===== config.mk =====
export PLATFORM = sky130hd
export DESIGN_NAME = asrd_sqrt_cell
export DESIGN_NICKNAME = d
export VERILOG_FILES = /design/src/asrd_pkg.sv /design/src/asrd_sqrt_cell.sv
export SDC_FILE = /design/constraint.sdc
export NUM_CORES = 1
export LEC_CHECK = 0
export ABC_AREA = 1
export BUFFER_PORTS_ARGS = -buffer_cell sky130_fd_sc_hd__buf_4
export CAP_MARGIN = 20
export CORE_ASPECT_RATIO = 0.6
export CORE_MARGIN = 5
export CORE_UTILIZATION = 50
export CTS_CLUSTER_DIAMETER = 80
export DETAILED_ROUTE_END_ITERATION = 6
export GPL_TIMING_DRIVEN = 0
export PLACE_DENSITY = 0.81
export SLEW_MARGIN = 0
export SYNTH_ARGS = -nofsm -noshare
export SYNTH_HDL_FRONTEND = slang
export SYNTH_SLANG_ARGS = --single-unit

===== constraint.sdc =====
create_clock -name clk -period 4.1 [get_ports clk]
set_input_delay 0.82 -clock clk [delete_from_list [all_inputs] [get_ports clk]]
set_output_delay 0.82 -clock clk [all_outputs]
set_load 0.01 [all_outputs]

===== src/asrd_pkg.sv =====
// ----------------------------------------------------------------------------
// asrd_pkg: shared types and constants for the stick shaping pipeline
// Fixed-point format, stage map, register indexes and the records that
// travel down the row of cells.
// ----------------------------------------------------------------------------
package asrd_pkg;

	// Q2.14 fixed point: full deflection is 1 << FRAC_BITS.
	localparam int FRAC_BITS = 14;
	localparam logic [14:0] ONE_Q = 15'(1 << FRAC_BITS);
	localparam logic [14:0] ONE_M1_Q = 15'((1 << FRAC_BITS) - 1);

	// Cells in each chain.
	localparam int N_SQRT = 16;
	localparam int N_DIV1 = 14;
	localparam int N_DIV2 = 15;

	// Stage map of the whole pipeline.
	localparam int ST_SUM = 1;
	localparam int ST_SQ0 = 2;
	localparam int ST_R = ST_SQ0 + N_SQRT;
	localparam int ST_D1 = ST_R + 1;
	localparam int ST_M0 = ST_D1 + N_DIV1;
	localparam int ST_M = ST_M0 + 1;
	localparam int ST_P = ST_M + 1;
	localparam int ST_D2 = ST_P + 1;
	localparam int ST_OUT = ST_D2 + N_DIV2;
	localparam int N_ST = ST_OUT + 1;

	// Configuration register indexes.
	typedef enum logic [1:0] {
		REG_CIRCULAR = 2'd0,
		REG_DEAD_ZONE = 2'd1,
		REG_INV_DEAD_ZONE = 2'd2,
		REG_SENSITIVITY = 2'd3
	} cfg_reg_t;

	// Per-sample side data that rides along every stage.
	typedef struct packed {
		logic sx;
		logic sy;
		logic [16:0] ax;
		logic [16:0] ay;
		logic [16:0] c;
		logic zero;
		logic mz;
		logic sat;
		logic [14:0] m;
	} rider_t;

	// Digit-pair square root step state.
	typedef struct packed {
		logic [31:0] rad;
		logic [17:0] rem;
		logic [15:0] root;
	} sqrt_t;

	// Restoring division step state.
	typedef struct packed {
		logic [16:0] rem;
		logic [16:0] den;
		logic [14:0] num;
		logic [14:0] quo;
	} div_t;

endpackage


===== src/asrd_sqrt_cell.sv =====
// ----------------------------------------------------------------------------
// asrd_sqrt_cell: one step of the integer square root
// Brings in the next two radicand bits and decides one root bit.
// ----------------------------------------------------------------------------
module asrd_sqrt_cell (
	input logic clk,
	input logic en,
	input asrd_pkg::sqrt_t d,
	output asrd_pkg::sqrt_t q
);
	import asrd_pkg::*;

	sqrt_t nx;
	logic [19:0] part;
	logic [19:0] trial;

	// Trial subtraction of (4 * root + 1) from the extended remainder.
	always_comb begin
		part = {d.rem, d.rad[31:30]};
		trial = {2'b00, d.root, 2'b01};
		nx.rad = {d.rad[29:0], 2'b00};
		if (part >= trial) begin
			nx.rem = 18'(part - trial);
			nx.root = {d.root[14:0], 1'b1};
		end else begin
			nx.rem = part[17:0];
			nx.root = {d.root[14:0], 1'b0};
		end
	end

	always_ff @(posedge clk) begin
		if (en) begin
			q <= nx;
		end
	end

endmodule


==> run summary <==
status - finished, final reports clean
max reg flops - 64
Post-Syn Area - 3330 um^2
Final period util - 57.6%
minimum clock period - 2360 ps
total number of yosys warnings - 0
Setup-failing EPs final - 0
RSZ-0062 raised after global routing - false
Non-Filler Instances - 575
initial antenna violation count - 0
row cnt - 23
Worst setup SP type - primary input
Worst path most repeated cell - nand2_1
H-tree depth - 3
Worst-path clk slew - 80 ps
Power Density - 405 nW/um^2
worst-path cell chain - buf_4 > inv_1 > ha_1 > a21oi_1 > nand2_1 > nand3b_1 > nand2_1 > nand2_4 > buf_6 > xor2_2
fin. max-slew vios - 0
critical path's largest stage delay - 350 ps
Final nets - 569
FFs w/ async S/R, synth - 0%
Design Area, Final - 4670 um^2
Clock Tree Root - clkbuf_8
Worst-Margin Slew - 847 ps
CP arrival - 2460 ps
Critical-path top delay cell - ha_1
DRC Markers - 0
HPWL after detailed placement - 6790 um
vias in the first global route - 2717
grt ovf - 0
Tot GR Track Use - 21.2%
min-delay src - d[40]
Setup Buffers After CTS - 0
height of the die - 73.3 um
#FFs+latches synth - 64
post-place instance area - 4430 um^2
largest net degree at the start of global routing - 65
static leakage - 2.32 nW
fillcell total - 497
Starting Density - 50.6%
1st-iter DRT viols - 238
top cells by area, synth - edfxtp_1, nand2_1, ha_1, inv_1, xor2_1
Worst Path Required - 4200 ps
1st-pass router iterations - 5
ant diodes - 0
Gate Count Post-Synth - 340
CP max FO - 10
Yosys top cell area share - 57.6%
Pwr Total - 1.89 mW
share of cells above drive strength 1 - 33.6%
Synth cell types - 24
Hold WC Path Type - in -> reg
post-synthesis sequential area ratio - 57.6%
Biggest register - q
max cap viols - 0
CTS tree - done
IO Port Bufs - 131
Post-synth EDFFs - 64
Top FF cell, synth - edfxtp_1
pre-CTS setup slack - 1420 ps
Top-Level Pins - 134
drt via density - 4.95
cts repair resizes - 0
Yosys top cell by area - edfxtp_1
Final ANT Viol Nets - 0
final WL - 8850 um
CP Capture Type - flip-flop
Max Buffers Root-to-Sink - 2
Final Hold Vio Count - 0
Hold Crit Depth - 1
Num CTS Buffers - 9
Area Growth Syn to Fin - 40.1%
# clock sinks - 64
GP Congestion - 0.895
WL/cell - 15.4 um
Worst VDD drop - 0.217 mV
largest registers - q: 64 flops
dpl cells - 559
hold endpoint - q[42]$_DFFE_PP_
final worst slack - 1740 ps
Core Region - 6590 um^2
CP Class - in -> reg
setup TNS - 0 ps
first-pass GRT wire length - 13500 um
Via Count - 2848
relative slew slack - 43.5%
hold-fix buffer count after cts - 0
average cell area after synthesis - 9.81 um^2
die area - 8460 um^2
Die X - 115 um
FMAX - 423 MHz
-- worst max-delay path: cells and delay by family --
family	cells	cell delay, ps
AO/OA/AOI/OAI	1	260
XOR/XNOR	1	140
adder cells (fa/ha/maj)	1	350
buffers and inverters	3	290
AND/OR/NAND/NOR	4	580
-- report_power, final --
part / switching (mW) / total (mW) / leakage (nW) / internal, mW
clock network: 0.263 / 0.667 / 0.114 / 0.404
logic: 0.216 / 0.405 / 1.58 / 0.190
registers: 0.0196 / 0.819 / 0.626 / 0.799
-- layout make-up --
class,count,area (um^2),area share [%]
Clock buffer,9,124,2.65
Multi-Input combinational cell,220,1170,25.0
Inverter,52,198,4.23
Timing Repair Buffer,131,983,21.0
Sequential cell,64,1920,41.1
Tap cell,87,109,2.33
Clock inverter,7,118,2.52
Buffer,5,48.8,1.04
-- cell usage in the layout, fill, tap and decap left out, types with 2 or more instances in the layout --
| master | instances |
|---|---|
| nor2_1 | 16 |
| inv_1 | 51 |
| a21oi_1 | 13 |
| buf_6 | 3 |
| nor2_2 | 2 |
| nor3_1 | 2 |
| clkinvlp_4 | 2 |
| buf_4 | 133 |
| xor2_1 | 8 |
| conb_1 | 2 |
| edfxtp_1 | 64 |
| o21ai_0 | 4 |
| nand3_2 | 6 |
| bufinv_16 | 3 |
| nand3b_1 | 7 |
| ha_1 | 18 |
| nand2_1 | 123 |
| nand3_1 | 11 |
| nand2_2 | 2 |
| clkbuf_8 | 9 |
-- through the flow --
step                util, %  hold slack, ps
detailed placement     67.2            1000
CTS                    70.9             632
global route           70.9             629
floorplan                 -             919
finish                 70.9             639
global placement       67.2             999
-- cells in the mapped netlist (3+ instances only) --
master	instances
a21oi_1	13
nand3b_1	7
o21ai_0	4
xor2_1	8
nand2_1	123
ha_1	18
buf_6	3
nand3_1	11
edfxtp_1	64
nor2_1	16
nand3_2	6
inv_1	51
-- how the worst max path moves through the flow --
| stage | to | startpoint |
|---|---|---|
| finish | q[16]$_DFFE_PP_ | d[9] |
| global route | q[21]$_DFFE_PP_ | d[7] |
| CTS | q[16]$_DFFE_PP_ | d[9] |
| detailed placement | q[16]$_DFFE_PP_ | d[9] |
| global placement | q[16]$_DFFE_PP_ | d[9] |
| floorplan | q[16]$_DFFE_PP_ | d[1] |
-- cells by family (layout without fill, tap and decap cells) --
family,Yosys count,after routing,share of synthesized area [%]
other,1,2,0.112
and+or+nand+nor,171,171,22.3
AOI/OAI and AO/OA,19,19,3.00
xor gates and xnor gates,10,10,2.85
DFF,64,64,57.6
buffers and inverters,57,204,7.39
adders and majority gates,18,18,6.75
-- metal layers --
layer,track usage (%),vias up,share of wire (%)
li1,-,1384,-
met1,29.0,1316,43
met2,33.5,137,45
met3,5.93,11,11
met4,5.86,0,1.0
met5,0,-,0
Note: power is estimated with default switching activity, not from simulation.
