File: config.mk
export PLATFORM = sky130hd
export DESIGN_NAME = asrd_div_cell
export DESIGN_NICKNAME = d
export VERILOG_FILES = /design/src/asrd_pkg.sv /design/src/asrd_div_cell.sv
export SDC_FILE = /design/constraint.sdc
export NUM_CORES = 1
export LEC_CHECK = 0
export BUFFER_PORTS_ARGS = -buffer_cell sky130_fd_sc_hd__buf_2
export CELL_PAD_IN_SITES_DETAIL_PLACEMENT = 0
export CELL_PAD_IN_SITES_GLOBAL_PLACEMENT = 2
export CORE_AREA = 2 2 96 117
export CTS_CLUSTER_SIZE = 12
export DETAILED_ROUTE_END_ITERATION = 8
export DIE_AREA = 0 0 98 119
export PLACE_DENSITY = 0.78
export SYNTH_ARGS = -nofsm -noshare
export SYNTH_HDL_FRONTEND = slang
export SYNTH_SLANG_ARGS = --single-unit
File: constraint.sdc
create_clock -name clk -period 3 [get_ports clk]
set_input_delay 0.3 -clock clk [delete_from_list [all_inputs] [get_ports clk]]
set_output_delay 0.3 -clock clk [all_outputs]
set_load 0.05 [all_outputs]
File: src/asrd_pkg.sv
// ----------------------------------------------------------------------------
// asrd_pkg: shared types and constants for the stick shaping pipeline
// Fixed-point format, stage map, register indexes and the records that
// travel down the row of cells.
// ----------------------------------------------------------------------------
package asrd_pkg;

	// Q2.14 fixed point: full deflection is 1 << FRAC_BITS.
	localparam int FRAC_BITS = 14;
	localparam logic [14:0] ONE_Q = 15'(1 << FRAC_BITS);
	localparam logic [14:0] ONE_M1_Q = 15'((1 << FRAC_BITS) - 1);

	// Cells in each chain.
	localparam int N_SQRT = 16;
	localparam int N_DIV1 = 14;
	localparam int N_DIV2 = 15;

	// Stage map of the whole pipeline.
	localparam int ST_SUM = 1;
	localparam int ST_SQ0 = 2;
	localparam int ST_R = ST_SQ0 + N_SQRT;
	localparam int ST_D1 = ST_R + 1;
	localparam int ST_M0 = ST_D1 + N_DIV1;
	localparam int ST_M = ST_M0 + 1;
	localparam int ST_P = ST_M + 1;
	localparam int ST_D2 = ST_P + 1;
	localparam int ST_OUT = ST_D2 + N_DIV2;
	localparam int N_ST = ST_OUT + 1;

	// Configuration register indexes.
	typedef enum logic [1:0] {
		REG_CIRCULAR = 2'd0,
		REG_DEAD_ZONE = 2'd1,
		REG_INV_DEAD_ZONE = 2'd2,
		REG_SENSITIVITY = 2'd3
	} cfg_reg_t;

	// Per-sample side data that rides along every stage.
	typedef struct packed {
		logic sx;
		logic sy;
		logic [16:0] ax;
		logic [16:0] ay;
		logic [16:0] c;
		logic zero;
		logic mz;
		logic sat;
		logic [14:0] m;
	} rider_t;

	// Digit-pair square root step state.
	typedef struct packed {
		logic [31:0] rad;
		logic [17:0] rem;
		logic [15:0] root;
	} sqrt_t;

	// Restoring division step state.
	typedef struct packed {
		logic [16:0] rem;
		logic [16:0] den;
		logic [14:0] num;
		logic [14:0] quo;
	} div_t;

endpackage

File: src/asrd_div_cell.sv
// ----------------------------------------------------------------------------
// asrd_div_cell: one step of restoring division
// Shifts in the next numerator bit and decides one quotient bit.
// ----------------------------------------------------------------------------
module asrd_div_cell (
	input logic clk,
	input logic en,
	input asrd_pkg::div_t d,
	output asrd_pkg::div_t q
);
	import asrd_pkg::*;

	div_t nx;
	logic [17:0] part;

	// The remainder stays below the divisor, so one compare settles the bit.
	always_comb begin
		part = {d.rem, d.num[14]};
		nx.den = d.den;
		nx.num = {d.num[13:0], 1'b0};
		if (part >= {1'b0, d.den}) begin
			nx.rem = 17'(part - {1'b0, d.den});
			nx.quo = {d.quo[13:0], 1'b1};
		end else begin
			nx.rem = part[16:0];
			nx.quo = {d.quo[13:0], 1'b0};
		end
	end

	always_ff @(posedge clk) begin
		if (en) begin
			q <= nx;
		end
	end

endmodule

==> reports/qor.txt, run 1 <==
Peak VDD IR = 0.258 mV
Starting DRT DRC Count = 59
Logic pwr share = 25.0%
Final Cell Area = 0.00421 sq mm
Top reg by flops = q
Routed Antenna Nets = 0
Achievable Freq = 424 MHz
CP max stage cell = fa_1
share of cells above drive strength 1 = 46.3%
mapped cell area = 0.00309 sq mm
final hold vios = 0
Total Routing Usage GR = 11.9%
Req. time, crit path = 3.07 ns
Via density = 4.45
Core Rows = 42
crit path max fanout = 10
Hold WC Path Type = in -> reg
vias = 2,194
Buffers on Ports = 127
dpl hpwl = 5310 um
width of the die = 98 um
Critical Path Max Stage Delay = 0.41 ns
critical path cell sequence = buf_2 > inv_1 > ha_1 > inv_1 > fa_1 > a21oi_1 > or3_4 > a21oi_4 > o21bai_4 > and2_4 > inv_12 > mux2_4
drc violations = 0
max reg flops = 63
Worst-Margin Slew = 0.581 ns
TritonCTS clock tree = done
Post-synth EDFFs = 63
P_leak = 1.86 nW
die area = 0.0117 sq mm
Clock Power Share = 37.4%
pwr/cell area = 692 mW/mm^2
drt pass-1 iters = 4
CTS Buf Count = 9
number of global-route vias before repair = 2,186
clock sinks = 63
CP Launch Type = input port
final antenna diode count = 0
P_sw = 0.890 mW
PostCTS Resize Cnt = 0
Slew Limit Fails = 0
Primary FF master, synth = edfxtp_1
total gr overflow = 0
worst relative slew slack = 61.2%
highest-count cells in the layout ignoring fill and taps = buf_2, edfxtp_1, inv_1
Mapped Cells = 217
clk buf depth = 2
Synth Register Bits = 63
Cell Int Power = 2.02 mW
Final nets = 440
worst setup slack after placement = 0.280 ns
final WL = 6930 um
Max-Cap Viols = 0
final setup TNS = 0 ns
Seq/Total Area, Yosys = 61.3%
WL/cell = 14.1 um
power share of the sequential group = 37.6%
most frequent cell on the critical path = inv_1
DP Area = 0.00389 sq mm
Net Sw Frac = 30.6%
clock-pin slew on the worst setup and hold paths = 0.05 ns
initial core utilization = 28.9%
total core area = 0.0107 sq mm
post-route setup slack = 0.639 ns
global-route wire length before repair = 10,700 um
mean post-synth cell area = 14.2 sq um
global placement routability congestion = 0.748
Setup-failing EPs final = 0
hold_buf cts = 0
Synth Warn # = 0
commonest non-fill, non-tap cell in the layout = buf_2
H-tree Lvls = 3
Setup Fix Bufs, Post-CTS = 0
Worst Setup Path Type = in -> reg
clk root buf = clkbuf_16
RSZ-0062 raised after global routing = no
utilization after layout = 39.4%
initial antenna violation count = 0
Layout Area Growth over Synthesis = 36.4%
distinct cell type count after synthesis = 47
Critical Path End Type = flop
Die Y = 119 um
period utilization = 78.7%
minimum clock period = 2.36 ns
Syn Nets = 301
Largest regs = q: 63 flops
Synth async-reset ratio = 0%
IO Pins = 130
largest net degree at the start of global routing = 44
status = finished clean
crit path DAT = 2.43 ns
critical path, delay by kind of cell:
kind                       cells  cell delay, ns
muxes                          1            0.30
adders and majority gates      2            0.56
buffers and inverters          4            0.29
AOI/OAI and AO/OA              3            0.50
and+or+nand+nor                2            0.49
cell usage after synthesis, drive strengths merged (2+ instances only):
cell / n / area share, %
a21oi: 15 / 2.9
nand2: 9 / 1.1
mux2: 10 / 4.9
nor3: 4 / 0.65
xnor2: 8 / 2.3
xor2: 3 / 0.85
o21bai: 3 / 1.1
a21boi: 3 / 0.73
o2bb2ai: 2 / 0.57
ha: 17 / 6.9
buf: 2 / 0.89
nand3: 8 / 1.5
nor2: 6 / 0.73
inv: 23 / 3.2
o21a: 2 / 0.49
nand2b: 3 / 0.61
edfxtp: 63 / 61
a21o: 3 / 0.73
and2: 4 / 0.89
o21ai: 7 / 1.1
o31ai: 4 / 1.5
stage by stage:
step,total power [mW],std cells,hold slack [ns]
6_report,2.91,493,0.149
5_1_grt,3.03,493,0.133
4_1_cts,2.96,493,0.131
3_5_place_dp,1.84,477,0.478
3_3_place_gp,1.84,477,0.477
2_1_floorplan,1.66,217,0.399
final timing paths:
kind	startpoint	to	slack (ns)	cells past startpoint
worst max-delay path	d[29]	q[59]$_DFFE_PP_	0.64	12
worst min-delay path	d[3]	q[4]$_DFFE_PP_	0.15	1
per-layer routing:
layer / wire length, um / GRT usage [%] / share of wire (%) / up-vias
met2: 3400 / 19.7 / 49 / 84
li1: - / - / - / 1093
met4: 57 / 4.17 / 0.82 / 0
met3: 516 / 4.34 / 7.4 / 5
met5: 0 / 0 / 0 / -
met1: 2950 / 14.3 / 43 / 1012
logic make-up after synthesis:
| group | share of synthesized area [%] |
|---|---|
| AO/OA/AOI/OAI | 11.4 |
| XOR/XNOR | 3.12 |
| adder cells (fa/ha/maj) | 7.54 |
| buffers and inverters | 4.10 |
| flip-flops | 61.3 |
| multiplexers | 5.19 |
| other | 0.122 |
| AND/OR/NAND/NOR | 7.18 |
power groups by stage:
| stage | logic, mW | registers [mW] | clock network [mW] |
|---|---|---|---|
| after global placement | 0.729 | 1.11 | 0 |
| after floorplan | 0.233 | 1.43 | 0 |
| final | 0.726 | 1.09 | 1.09 |
| after global routing | 0.776 | 1.10 | 1.16 |
| after detailed placement | 0.732 | 1.11 | 0 |
| after CTS | 0.735 | 1.10 | 1.13 |
final cells by class:
class                           instances  area (sq um)
Tap cell                              132           165
Timing Repair Buffer                  130           671
Inverter                               23          98.8
Multi-Input combinational cell        129          1070
Sequential cell                        63          1890
Fill cell                            1063          6460
Clock buffer                           10           229
Clock inverter                          6          85.1
Note: power is estimated with default switching activity, not from simulation.
==> run 2, diff against run 1 <==
--- a/config.mk
+++ b/config.mk
@@ -5,14 +5,15 @@
 export SDC_FILE = /design/constraint.sdc
 export NUM_CORES = 1
 export LEC_CHECK = 0
+export ABC_AREA = 1
 export BUFFER_PORTS_ARGS = -buffer_cell sky130_fd_sc_hd__buf_2
 export CELL_PAD_IN_SITES_DETAIL_PLACEMENT = 0
 export CELL_PAD_IN_SITES_GLOBAL_PLACEMENT = 2
-export CORE_AREA = 2 2 96 117
+export CORE_AREA = 2 2 110 133
 export CTS_CLUSTER_SIZE = 12
 export DETAILED_ROUTE_END_ITERATION = 8
-export DIE_AREA = 0 0 98 119
-export PLACE_DENSITY = 0.78
+export DIE_AREA = 0 0 112 135
+export PLACE_DENSITY = 0.76
 export SYNTH_ARGS = -nofsm -noshare
 export SYNTH_HDL_FRONTEND = slang
 export SYNTH_SLANG_ARGS = --single-unit
==> constraint.sdc (replaced) <==
create_clock -name clk -period 2.15 [get_ports clk]
set_input_delay 0.215 -clock clk [delete_from_list [all_inputs] [get_ports clk]]
set_output_delay 0.215 -clock clk [all_outputs]
set_load 0.05 [all_outputs]
==> reports/qor.txt, run 2 <==
worst setup slack after placement = -0.00947 ns
drt pass-1 iters = 4
Cell Int Power = 2.82 mW
share of cells above drive strength 1 = 38.5%
Synth Warn # = 0
period utilization = 83.4%
WL/cell = 13.2 um
initial core utilization = 25.6%
commonest non-fill, non-tap cell in the layout = buf_2
total gr overflow = 0
Synth top area share = 53.6%
Net Sw Frac = 33.3%
Max-Cap Viols = 0
RSZ-0062 raised after global routing = no
minimum clock period = 1.79 ns
IO Pins = 130
number of global-route vias before repair = 2,837
max reg flops = 63
Total Routing Usage GR = 12.3%
Routed Antenna Nets = 0
Achievable Freq = 558 MHz
Top reg by flops = q
Critical Path End Type = flop
fillers = 1,503
Worst Setup Path Type = in -> reg
Setup Fix Bufs, Post-CTS = 0
Seq/Total Area, Yosys = 53.6%
final WL = 9050 um
post-route setup slack = 0.357 ns
Die Y = 135 um
global-route wire length before repair = 14,400 um
Primary FF master, synth = edfxtp_1
dpl hpwl = 7000 um
HP Start = d[25]
Peak VDD IR = 0.344 mV
Syn Nets = 450
die area = 0.0151 sq mm
Total Power = 4.22 mW
initial antenna violation count = 0
Hold WC Path Type = in -> reg
Via density = 4.04
Non-Filler Instances = 683
Starting DRT DRC Count = 107
Slew Limit Fails = 0
clock-pin slew on the worst setup and hold paths = 0.06 ns
placed insts = 667
width of the die = 112 um
Layout Area Growth over Synthesis = 34.1%
Final nets = 591
clk root buf = clkbuf_16
power share of the sequential group = 36.0%
Largest regs = q: 63 flops
Req. time, crit path = 2.24 ns
Synth async-reset ratio = 0%
CP Launch Type = input port
Top Family by Delay on Critical Path = simple AND/OR/NAND/NOR gates
H-tree Lvls = 3
drc violations = 0
vias = 2,758
highest-count cells in the layout ignoring fill and taps = buf_2, nand2_1, inv_1
Buffers on Ports = 127
hold_buf cts = 0
final hold vios = 0
clock sinks = 63
hold path cells = 1
hold slack = 0.0613 ns
pwr/cell area = 892 mW/mm^2
final antenna diode count = 0
Post-synth top cells = nand2_1, inv_1, edfxtp_1, nand3_1
Area contributors post-synth = edfxtp_1, nand2_1, inv_1
TritonCTS clock tree = done
most frequent cell on the critical path = nand2_1
Setup-failing EPs final = 0
P_sw = 1.41 mW
CP max stage cell = fa_1
largest net degree at the start of global routing = 64
crit path max fanout = 4
Clock Power Share = 37.2%
Endpoint, Worst Hold = q[26]$_DFFE_PP_
leading area contributor after synthesis = edfxtp_1
most instantiated library cell after synthesis = nand2_1
Core Rows = 47
status = finished clean
Synth Register Bits = 63
distinct cell type count after synthesis = 27
Mapped Cells = 366
clk buf depth = 2
Logic pwr share = 26.7%
worst path bufs/invs = 3
critical path cell sequence = buf_2 > inv_1 > ha_1 > inv_1 > fa_1 > nand3_1 > nand3_1 > nand2_1 > nand2_1 > nand2_1 > nand2_1 > nand2_1 > nand2_1 > nand2_1 > nand2_1
P_leak = 2.40 nW
Post-synth EDFFs = 63
CTS Buf Count = 9
total core area = 0.0138 sq mm
Critical Path Max Stage Delay = 0.43 ns
PostCTS Resize Cnt = 0
mapped cell area = 0.00353 sq mm
crit path DAT = 1.88 ns
global placement routability congestion = 0.806
mean post-synth cell area = 9.64 sq um
run 2: cell count changes in the layout (fill, tap and decap cells not counted), sizes merged, moves of 6 or more:
cell | previous run | this run
inv | 23 | 69
mux2 | 10 | 0
nand2 | 9 | 136
nand3 | 8 | 33
nor2 | 6 | 13
o21ai | 7 | 1
xnor2 | 8 | 0
run 2: final cells by class:
class | instances | area (sq um) | area share, %
Clock buffer | 9 | 225 | 4.76
Clock inverter | 7 | 96.3 | 2.04
Inverter | 69 | 259 | 5.47
Multi-Input combinational cell | 229 | 1330 | 28.0
Sequential cell | 63 | 1890 | 40.0
Tap cell | 171 | 214 | 4.52
Timing Repair Buffer | 135 | 721 | 15.2
run 2: worst max path at each step:
stage	from	to	slack (ns)	cells after the start
after floorplan	d[43]	q[51]$_DFFE_PP_	0.34	11
after global placement	d[29]	q[61]$_DFFE_PP_	-0.01	15
after detailed placement	d[29]	q[63]$_DFFE_PP_	-0.009	15
after CTS	d[29]	q[63]$_DFFE_PP_	0.34	15
after global routing	d[29]	q[63]$_DFFE_PP_	0.16	15
final	d[29]	q[63]$_DFFE_PP_	0.36	15
run 2: per-stage QoR:
step | instance area [sq um] | util (%) | TNS, ns
after global routing | 4730 | 34.4 | 0
after detailed placement | 4410 | 32.1 | -0.0122
after CTS | 4730 | 34.4 | 0
after global placement | 4410 | 32.1 | -0.0128
after floorplan | 3530 | - | 0
final | 4730 | 34.4 | 0
run 2: cells by family after synthesis:
logic type	after synthesis	synth area share [%]
compound gates	12	2.02
xor+xnor	7	1.74
fa+ha+maj	18	6.60
buf+inv	74	8.79
flops	63	53.6
other cells	1	0.106
simple gates	191	27.1
run 2: metal layers:
layer  global-route usage, %  routed length, um  share of wire [%]
met1                    14.1               3870                 43
met2                    22.3               4530                 50
met3                    3.10                523                5.8
met4                    4.20                123                1.4
met5                       0                  0                  0
run 2: power by group through the flow:
stage	combinational, mW	sequential (mW)	clock (mW)
6_report	1.13	1.52	1.57
4_1_cts	1.15	1.52	1.63
3_3_place_gp	1.14	1.55	0
2_1_floorplan	0.409	1.98	0
3_5_place_dp	1.15	1.55	0
5_1_grt	1.23	1.53	1.68
